**src/hw/rtl/sync_header_frame_builder_xor_assert.svh**
```systemverilog
// Assertion macros for the frame builder.
`ifndef SYNC_HEADER_FRAME_BUILDER_XOR_ASSERT_SVH
`define SYNC_HEADER_FRAME_BUILDER_XOR_ASSERT_SVH

`ifndef ASSERT_OFF
`define SHFB_ASSERT_IMPLIES(label, clk, rst_n, lhs, rhs) \
  label: assert property (@(posedge clk) disable iff (!rst_n) (lhs) |-> (rhs)) \
    else $error("frame builder check failed");
`define SHFB_ASSERT_NEXT(label, clk, rst_n, lhs, rhs) \
  label: assert property (@(posedge clk) disable iff (!rst_n) (lhs) |=> (rhs)) \
    else $error("frame builder check failed");
`else
`define SHFB_ASSERT_IMPLIES(label, clk, rst_n, lhs, rhs)
`define SHFB_ASSERT_NEXT(label, clk, rst_n, lhs, rhs)
`endif

`endif

```
**src/hw/rtl/shfb_pkg.sv**
```systemverilog
package shfb_pkg;

  localparam int DEFAULT_QUEUE_DEPTH = 4;
  localparam int NUM_SLOTS = 8;

  localparam logic [7:0] SYNC_FIRST  = 8'h55;
  localparam logic [7:0] SYNC_SECOND = 8'hAA;
  localparam logic [7:0] PAD_BYTE    = 8'h00;

  typedef logic [2:0] slot_t;

  localparam slot_t SLOT_SYNC_A  = 3'd0;
  localparam slot_t SLOT_SYNC_B  = 3'd1;
  localparam slot_t SLOT_LEN_HI  = 3'd2;
  localparam slot_t SLOT_LEN_LO  = 3'd3;
  localparam slot_t SLOT_TYPE    = 3'd4;
  localparam slot_t SLOT_PAYLOAD = 3'd5;
  localparam slot_t SLOT_PAD     = 3'd6;
  localparam slot_t SLOT_TRAILER = 3'd7;

  typedef struct packed {
    logic [15:0] frame_length;
    logic [7:0]  frame_type;
    logic [7:0]  data_byte;
    logic        has_byte;
    logic        first_of_frame;
    logic        last_of_frame;
  } in_beat_t;

  typedef struct packed {
    logic [7:0] out_byte;
    logic       last_of_run;
    logic       frame_end;
  } out_beat_t;

  typedef struct packed {
    logic [7:0]           len_hi;
    logic [7:0]           len_lo;
    logic [7:0]           frame_type;
    logic [7:0]           data_byte;
    logic [7:0]           trailer;
    logic [NUM_SLOTS-1:0] slots;
  } job_t;

  typedef struct packed {
    logic valid;
    job_t job;
  } q_push_t;

endpackage

```
**src/hw/rtl/shfb_front.sv**
```systemverilog
module shfb_front (
  input  logic               clk,
  input  logic               rst_n,
  input  logic               in_valid,
  output logic               in_stall,
  input  shfb_pkg::in_beat_t in_beat,
  input  logic               cfg_wr_en,
  input  logic               cfg_wr_data,
  input  logic               q_full,
  output shfb_pkg::q_push_t  q_push
);
  import shfb_pkg::*;

  logic       checksum_mode_r;
  logic       checksum_mode_nxt;
  logic [7:0] running_xor_r;
  logic [7:0] running_xor_nxt;
  logic [7:0] xor_hdr;
  logic [7:0] xor_data;
  logic       accept;
  logic       has_work;

  assign in_stall = q_full;
  assign accept   = in_valid && !q_full;
  assign has_work = in_beat.first_of_frame || in_beat.has_byte || in_beat.last_of_frame;

  always_comb begin
    xor_hdr = running_xor_r;
    if (in_beat.first_of_frame) begin
      xor_hdr = SYNC_FIRST ^ SYNC_SECOND ^ in_beat.frame_length[15:8] ^
                in_beat.frame_length[7:0] ^ in_beat.frame_type;
    end
    xor_data = in_beat.has_byte ? (xor_hdr ^ in_beat.data_byte) : xor_hdr;
  end

  always_comb begin
    running_xor_nxt = running_xor_r;
    if (accept) begin
      running_xor_nxt = in_beat.last_of_frame ? 8'h00 : xor_data;
    end
    checksum_mode_nxt = cfg_wr_en ? cfg_wr_data : checksum_mode_r;
  end

  always_comb begin
    q_push.valid          = accept && has_work;
    q_push.job.len_hi     = in_beat.frame_length[15:8];
    q_push.job.len_lo     = in_beat.frame_length[7:0];
    q_push.job.frame_type = in_beat.frame_type;
    q_push.job.data_byte  = in_beat.data_byte;
    q_push.job.trailer    = checksum_mode_r ? xor_data : PAD_BYTE;
    q_push.job.slots      = {in_beat.last_of_frame, in_beat.last_of_frame,
                             in_beat.has_byte, {5{in_beat.first_of_frame}}};
  end

  always_ff @(posedge clk) begin
    if (!rst_n) begin
      checksum_mode_r <= 1'b0;
      running_xor_r   <= 8'h00;
    end else begin
      checksum_mode_r <= checksum_mode_nxt;
      running_xor_r   <= running_xor_nxt;
    end
  end

endmodule

```
**src/hw/rtl/shfb_queue.sv**
```systemverilog
module shfb_queue #(
  parameter int QUEUE_DEPTH = shfb_pkg::DEFAULT_QUEUE_DEPTH
) (
  input  logic              clk,
  input  logic              rst_n,
  input  shfb_pkg::q_push_t q_push,
  input  logic              q_pop,
  output logic              q_full,
  output logic              q_valid,
  output shfb_pkg::job_t    q_head
);
  import shfb_pkg::*;

  localparam int PTR_W = $clog2(QUEUE_DEPTH);
  localparam int CNT_W = $clog2(QUEUE_DEPTH + 1);

  job_t             entries [QUEUE_DEPTH];
  logic [PTR_W-1:0] wr_ptr_r;
  logic [PTR_W-1:0] wr_ptr_nxt;
  logic [PTR_W-1:0] rd_ptr_r;
  logic [PTR_W-1:0] rd_ptr_nxt;
  logic [CNT_W-1:0] count_r;
  logic [CNT_W-1:0] count_nxt;
  logic             do_push;
  logic             do_pop;

  assign q_full  = (count_r == CNT_W'(QUEUE_DEPTH));
  assign q_valid = (count_r != '0);
  assign q_head  = entries[rd_ptr_r];
  assign do_push = q_push.valid && !q_full;
  assign do_pop  = q_pop && q_valid;

  always_comb begin
    wr_ptr_nxt = wr_ptr_r;
    rd_ptr_nxt = rd_ptr_r;
    count_nxt  = count_r;
    if (do_push) begin
      wr_ptr_nxt = (wr_ptr_r == PTR_W'(QUEUE_DEPTH - 1)) ? '0 : wr_ptr_r + 1'b1;
    end
    if (do_pop) begin
      rd_ptr_nxt = (rd_ptr_r == PTR_W'(QUEUE_DEPTH - 1)) ? '0 : rd_ptr_r + 1'b1;
    end
    if (do_push && !do_pop) begin
      count_nxt = count_r + 1'b1;
    end else if (do_pop && !do_push) begin
      count_nxt = count_r - 1'b1;
    end
  end

  always_ff @(posedge clk) begin
    if (do_push) begin
      entries[wr_ptr_r] <= q_push.job;
    end
  end

  always_ff @(posedge clk) begin
    if (!rst_n) begin
      wr_ptr_r <= '0;
      rd_ptr_r <= '0;
      count_r  <= '0;
    end else begin
      wr_ptr_r <= wr_ptr_nxt;
      rd_ptr_r <= rd_ptr_nxt;
      count_r  <= count_nxt;
    end
  end

endmodule

```
**src/hw/rtl/shfb_back.sv**
```systemverilog
module shfb_back (
  input  logic                clk,
  input  logic                rst_n,
  input  logic                q_valid,
  input  shfb_pkg::job_t      q_head,
  output logic                q_pop,
  output logic                out_valid,
  input  logic                out_stall,
  output shfb_pkg::out_beat_t out_beat
);
  import shfb_pkg::*;

  logic [NUM_SLOTS-1:0] done_r;
  logic [NUM_SLOTS-1:0] done_nxt;
  logic [NUM_SLOTS-1:0] remaining;
  logic [NUM_SLOTS-1:0] slot_bit;
  logic                 out_valid_r;
  logic                 out_valid_nxt;
  out_beat_t            out_beat_r;
  out_beat_t            beat;
  slot_t                slot;
  logic                 found;
  logic                 emit;
  logic                 final_slot;

  assign remaining  = q_head.slots & ~done_r;
  assign slot_bit   = NUM_SLOTS'(1) << slot;
  assign final_slot = ((remaining & ~slot_bit) == '0);
  assign emit       = q_valid && (!out_valid_r || !out_stall);
  assign q_pop      = emit && final_slot;
  assign out_valid  = out_valid_r;
  assign out_beat   = out_beat_r;

  always_comb begin
    slot  = SLOT_SYNC_A;
    found = 1'b0;
    for (int i = 0; i < NUM_SLOTS; i++) begin
      if (remaining[i] && !found) begin
        slot  = slot_t'(i);
        found = 1'b1;
      end
    end
  end

  always_comb begin
    case (slot)
      SLOT_SYNC_A:  beat.out_byte = SYNC_FIRST;
      SLOT_SYNC_B:  beat.out_byte = SYNC_SECOND;
      SLOT_LEN_HI:  beat.out_byte = q_head.len_hi;
      SLOT_LEN_LO:  beat.out_byte = q_head.len_lo;
      SLOT_TYPE:    beat.out_byte = q_head.frame_type;
      SLOT_PAYLOAD: beat.out_byte = q_head.data_byte;
      SLOT_PAD:     beat.out_byte = PAD_BYTE;
      SLOT_TRAILER: beat.out_byte = q_head.trailer;
      default:      beat.out_byte = PAD_BYTE;
    endcase
    beat.last_of_run = final_slot;
    beat.frame_end   = (slot == SLOT_TRAILER);
  end

  always_comb begin
    done_nxt = done_r;
    if (q_pop) begin
      done_nxt = '0;
    end else if (emit) begin
      done_nxt = done_r | slot_bit;
    end
    if (emit) begin
      out_valid_nxt = 1'b1;
    end else begin
      out_valid_nxt = out_valid_r && out_stall;
    end
  end

  always_ff @(posedge clk) begin
    if (emit) begin
      out_beat_r <= beat;
    end
  end

  always_ff @(posedge clk) begin
    if (!rst_n) begin
      done_r      <= '0;
      out_valid_r <= 1'b0;
    end else begin
      done_r      <= done_nxt;
      out_valid_r <= out_valid_nxt;
    end
  end

endmodule

```
**src/hw/rtl/sync_header_frame_builder_xor.sv**
```systemverilog
// The first byte caused by an item passes the job queue entry, then the output register.
// The output side moves one byte per cycle unless out_stall holds it; an item producing k
// bytes holds the byte sequencer for all k, so unstalled payload-only items flow at one item per cycle.
// Input beats are taken while the job queue between front and back has a free entry.
// Reset (rst_n low at a clock edge) empties the queue and output stage, clears the running
// XOR and sets checksum mode to zero.
`include "sync_header_frame_builder_xor_assert.svh"

module sync_header_frame_builder_xor #(
  parameter int QUEUE_DEPTH = shfb_pkg::DEFAULT_QUEUE_DEPTH
) (
  input  logic                clk,
  input  logic                rst_n,
  input  logic                in_valid,
  output logic                in_stall,
  input  shfb_pkg::in_beat_t  in_beat,
  output logic                out_valid,
  input  logic                out_stall,
  output shfb_pkg::out_beat_t out_beat,
  input  logic                cfg_wr_en,
  input  logic                cfg_wr_data
);
  import shfb_pkg::*;

  q_push_t q_push;
  job_t    q_head;
  logic    q_full;
  logic    q_valid;
  logic    q_pop;

  shfb_front u_front (
    .clk         (clk),
    .rst_n       (rst_n),
    .in_valid    (in_valid),
    .in_stall    (in_stall),
    .in_beat     (in_beat),
    .cfg_wr_en   (cfg_wr_en),
    .cfg_wr_data (cfg_wr_data),
    .q_full      (q_full),
    .q_push      (q_push)
  );

  shfb_queue #(
    .QUEUE_DEPTH (QUEUE_DEPTH)
  ) u_queue (
    .clk     (clk),
    .rst_n   (rst_n),
    .q_push  (q_push),
    .q_pop   (q_pop),
    .q_full  (q_full),
    .q_valid (q_valid),
    .q_head  (q_head)
  );

  shfb_back u_back (
    .clk       (clk),
    .rst_n     (rst_n),
    .q_valid   (q_valid),
    .q_head    (q_head),
    .q_pop     (q_pop),
    .out_valid (out_valid),
    .out_stall (out_stall),
    .out_beat  (out_beat)
  );

  `SHFB_ASSERT_NEXT(a_job_queued, clk, rst_n, q_push.valid, q_valid)
  `SHFB_ASSERT_IMPLIES(a_end_closes_run, clk, rst_n, out_valid && out_beat.frame_end, out_beat.last_of_run)
  `SHFB_ASSERT_IMPLIES(a_pop_has_job, clk, rst_n, q_pop, q_valid)

endmodule
```
**config.mk**
```make
export PLATFORM = sky130hd
export DESIGN_NAME = sync_header_frame_builder_xor
export DESIGN_NICKNAME = d
export VERILOG_FILES = /design/src/hw/rtl/shfb_pkg.sv /design/src/hw/rtl/shfb_front.sv /design/src/hw/rtl/shfb_queue.sv /design/src/hw/rtl/shfb_back.sv /design/src/hw/rtl/sync_header_frame_builder_xor.sv
export VERILOG_INCLUDE_DIRS = /design/src /design/src/hw/rtl
export SDC_FILE = /design/constraint.sdc
export NUM_CORES = 1
export LEC_CHECK = 0
export BUFFER_PORTS_ARGS = -buffer_cell sky130_fd_sc_hd__buf_2
export CAP_MARGIN = 5
export CORE_MARGIN = 4
export CORE_UTILIZATION = 40
export CTS_BUF_LIST = sky130_fd_sc_hd__clkbuf_8 sky130_fd_sc_hd__clkbuf_16
export DETAILED_ROUTE_END_ITERATION = 10
export HOLD_SLACK_MARGIN = 0.1
export PLACE_DENSITY = 0.66
export SLEW_MARGIN = 20
export SYNTH_ARGS = -nofsm -noshare
export SYNTH_HDL_FRONTEND = slang
export SYNTH_HIERARCHICAL = 1
export SYNTH_SLANG_ARGS = --single-unit
export TNS_END_PERCENT = 30
```
**constraint.sdc**
```tcl
create_clock -name clk -period 3.7 [get_ports clk]
set_clock_uncertainty 0.2 [all_clocks]
set_input_delay 0.925 -clock clk [delete_from_list [all_inputs] [get_ports clk]]
set_output_delay 0.925 -clock clk [all_outputs]
set_load 0.01 [all_outputs]
```
==> results.txt <==
The share of the cycle needed by the critical path after routing is 0.966. Summed over all failing endpoints, the final setup total negative slack is 0 ns. The floorplan die width is 165 um. The number of primary I/O pins came out at 53. The signal on the critical path passes through mux4_2, nor2b_1, nor4_4, buf_4, buf_4, o221ai_1, nor2_4, o31ai_4, ha_2, inv_1, fa_1, xor2_1, or3_1, a21boi_1.

The maximum clock frequency is 280 MHz. The final design utilization is 0.461. The maximum level of the CTS H-tree came out at 1.

The maximum vdd drop is 605 uV. TritonCTS created 25 clock buffers. The count of cell types in the netlist is 53. Data arrives at the worst endpoint at 3.81 ns. The worst slack at placement came out at -0.0261 ns. The summed instance area of the synthesized netlist came out at 9800 um^2. The clock network latency to the later pin of the worst-skew pair is 0.50 ns. The worst slew margin relative to its limit is 0.440. The wire length of the first global-routing pass is 31500 um. The area growth from synthesis to layout is 14.0%. The top cell type's share of synthesized area came out at 0.619.

Ranked by instance count, the synthesized netlist is headed by edfxtp_1 (202), mux4_2 (48), buf_4 (44). 0 antenna diodes ended up in the layout. Leaving out filler cells and counting taps, the final layout contains 969. Using the TritonRoute via totals, the vias-per-cell ratio works out to 5.51. The min-delay analysis places its worst path in the category reg -> reg. The number of nets at the end of the flow is 675. The number of antenna violations at the first check in global routing came out at 1.

edfxtp_1 takes more of the synthesized area than any other cell. The sum of routed wire length over all layers is 20500 um. After the first detailed-routing iteration, the DRC count stood at 487. TritonCTS built the clock tree.

The height of the die is 165 um. The critical-path maximum fanout is 6. The sequential-to-total area share from yosys stat came out at 0.674. The number of input and output port buffers inserted is 52. For met1 alone, demand over resource in global routing was 0.199. The overall track demand over capacity in global routing is 0.151. The synthesized design contains 202 enable-type register cells. Sorting the synthesized cells by area gives the leading types as edfxtp_1 (62%), mux4_2 (11%), dfxtp_1 (5.5%). The kind of start point of the critical path is a flop. Summing all placed instances gives a cell area of 10200 um^2. Entering global routing, the biggest net connects 49 pins. For this run, global-route usage on met3 was measured as 0.0270. The cell that appears most often on the critical path is buf_4. The average wire per standard cell came out at 21.2 um.

The share of cells above drive strength 1 is 0.285. The peak per-stage delay on the critical path is 0.51 ns. Among cell families on the critical path, the largest total delay comes from simple AND/OR/NAND/NOR gates.

The global placement routability congestion came out at 0.831. The instance count after placement with tap cells included came out at 921. The final cell area excluding filler cells is 11200 um^2. The area of the die came out at 27100 um^2. Synthesis inferred 229 register bits. The post-synthesis async set-or-reset flop share is 0. The starting density of the core is 0.404. The power density relative to cell area is 693 nW/um^2. At the pin with the least slew margin, the transition time is 0.841 ns. The warning count from the yosys run came out at 6. The number of standard-cell rows in the floorplan is 57. The global routing stage identified its most utilized layer as met2. Detailed routing inserted a total of 5338 vias. The leakage power total came out at 3.66 nW.

STA classifies the critical path endpoint as a flop. The number of hold violations in the final report is 0. The tool flagged a number of max-cap violations equal to 0. The total overflow left after global routing is 0. The final critical-path required period is 3.57 ns. The TritonCTS sink count is 229. The startpoint-to-endpoint class of the critical path is reg -> reg. After technology mapping, the gate count stands at 593. The buffer depth of the longest clock path came out at 3. The number of nets in the synthesized netlist is 641. The via count of the first global-routing pass came to 5591. STA puts the critical path data required time at 3.94 ns. The run finished with clean final reports. The area of the core came out at 24200 um^2.

The tree is rooted in a clkbuf_16. The count of nets left with antenna violations after detail routing is 0. The most repeated cell in the gate-level netlist after synthesis is edfxtp_1. The overall power of the completed layout is 7.75 mW. For this run, global-route usage on met2 was measured as 0.259. The number of DRC violations after detailed routing is 0. Counting both buffers and inverters, the worst setup path holds a total of 3. The total setup violations reported at the end of the flow is 0.

For this design, the slowest cell found on the critical path is mux4_2. The most used flip-flop cell after synthesis is edfxtp_1. The worst setup margin is 0.127 ns. The max-slew violation total from the final report came out at 0. The mean cell area of the mapped netlist came out at 16.5 um^2. Clock-pin slew was measured on the worst setup and hold paths at 0.06 ns. The half-perimeter wire length after detailed placement is 11900 um.

The length of the first detailed-routing pass in iterations is 6. On the final layout, the worst hold slack is 0.278 ns.
[cell type report]
| cell class | count | area [um^2] |
|---|---|---|
| tap | 324 | 405 |
| sequential | 229 | 6610 |
| inverter | 4 | 15.0 |
| fill | 2076 | 13100 |
| clock buffer | 27 | 653 |
| timing repair buffer | 77 | 498 |
| clock inverter | 18 | 238 |
| multi-input combinational | 290 | 2760 |
[sequential cells by signal, summed over array words and instances (netlist names), named ones only]
signal / flops
u_back/out_beat: 10
u_queue/rd_ptr_r: 2
u_queue/count_r: 3
u_back/done_r: 8
u_back/out_valid: 1
u_queue/entries: 192
u_front/running_xor_r: 8
u_front/checksum_mode_r: 1
u_queue/wr_ptr_r: 2
[path summary, 6_finish.rpt]
check	depth (start not counted)	slack, ns	to	start
min reg2reg	2	0.28	u_back/done_r[0]	u_back/done_r[0]
min	2	0.28	u_back/done_r[0]	u_back/done_r[0]
max	14	0.13	u_queue/count_r[2]	flop
max reg2reg	14	0.13	u_queue/count_r[2]	flop
[power breakdown]
part	leakage (nW)	internal (mW)	switching, mW	total [mW]
Clock	0.448	1.68	0.964	2.65
Sequential	2.08	3.33	0.152	3.48
Combinational	1.13	0.633	0.985	1.62
[cell usage in the layout (no fill, tap or decap), types with 2 or more instances in the layout]
cell type / instances
nand3_1: 13
nor3_1: 3
a222oi_1: 5
clkbuf_8: 2
mux4_2: 48
o21ai_1: 5
o21ai_0: 7
clkinv_2: 4
clkbuf_16: 25
a21oi_1: 17
o2bb2ai_1: 8
xnor2_1: 25
buf_4: 21
clkinv_1: 2
nand2b_1: 6
a211oi_1: 11
nor2b_1: 10
edfxtp_1: 202
buf_2: 52
ha_1: 5
buf_12: 4
a221oi_1: 2
nand2_1: 32
a221o_1: 2
nor2_1: 29
clkinvlp_4: 2
dfxtp_1: 25
mux2i_1: 12
a22oi_1: 2
o31ai_1: 8
o211ai_1: 5
and2_2: 4
inv_1: 8
or3_1: 2
bufinv_16: 6
[per-layer routing]
layer | up-vias | part of all wire
met5 | - | 0
met4 | 0 | 0.030
met3 | 51 | 0.064
met2 | 219 | 0.49
met1 | 2707 | 0.41
li1 | 2361 | -
[worst min-delay path, stage by stage (launching register included)]
cell     delay (ns)
dfxtp_1        0.33
inv_1          0.05
a21oi_1        0.05
[timing repair]
| action | 4_1_cts | 5_1_grt |
|---|---|---|
| pin swaps | 1 | 2 |
| hold buffers | 0 | 0 |
| endpoints found under the setup margin | 2 | 2 |
| gates resized for setup | 2 | 8 |
| setup buffers | 2 | 1 |
[kinds of logic (layout without fill, tap and decap cells)]
kind of cell | Yosys count | after routing | share of synthesized area
DFF | 229 | 229 | 0.674
buffers and inverters | 74 | 126 | 0.0513
adders and majority gates | 7 | 7 | 0.00970
muxes | 60 | 60 | 0.123
and+or+nand+nor | 114 | 114 | 0.0594
xor gates and xnor gates | 26 | 26 | 0.0232
AOI/OAI and AO/OA | 83 | 83 | 0.0599
No activity file was read; power rests on OpenSTA's default activity.
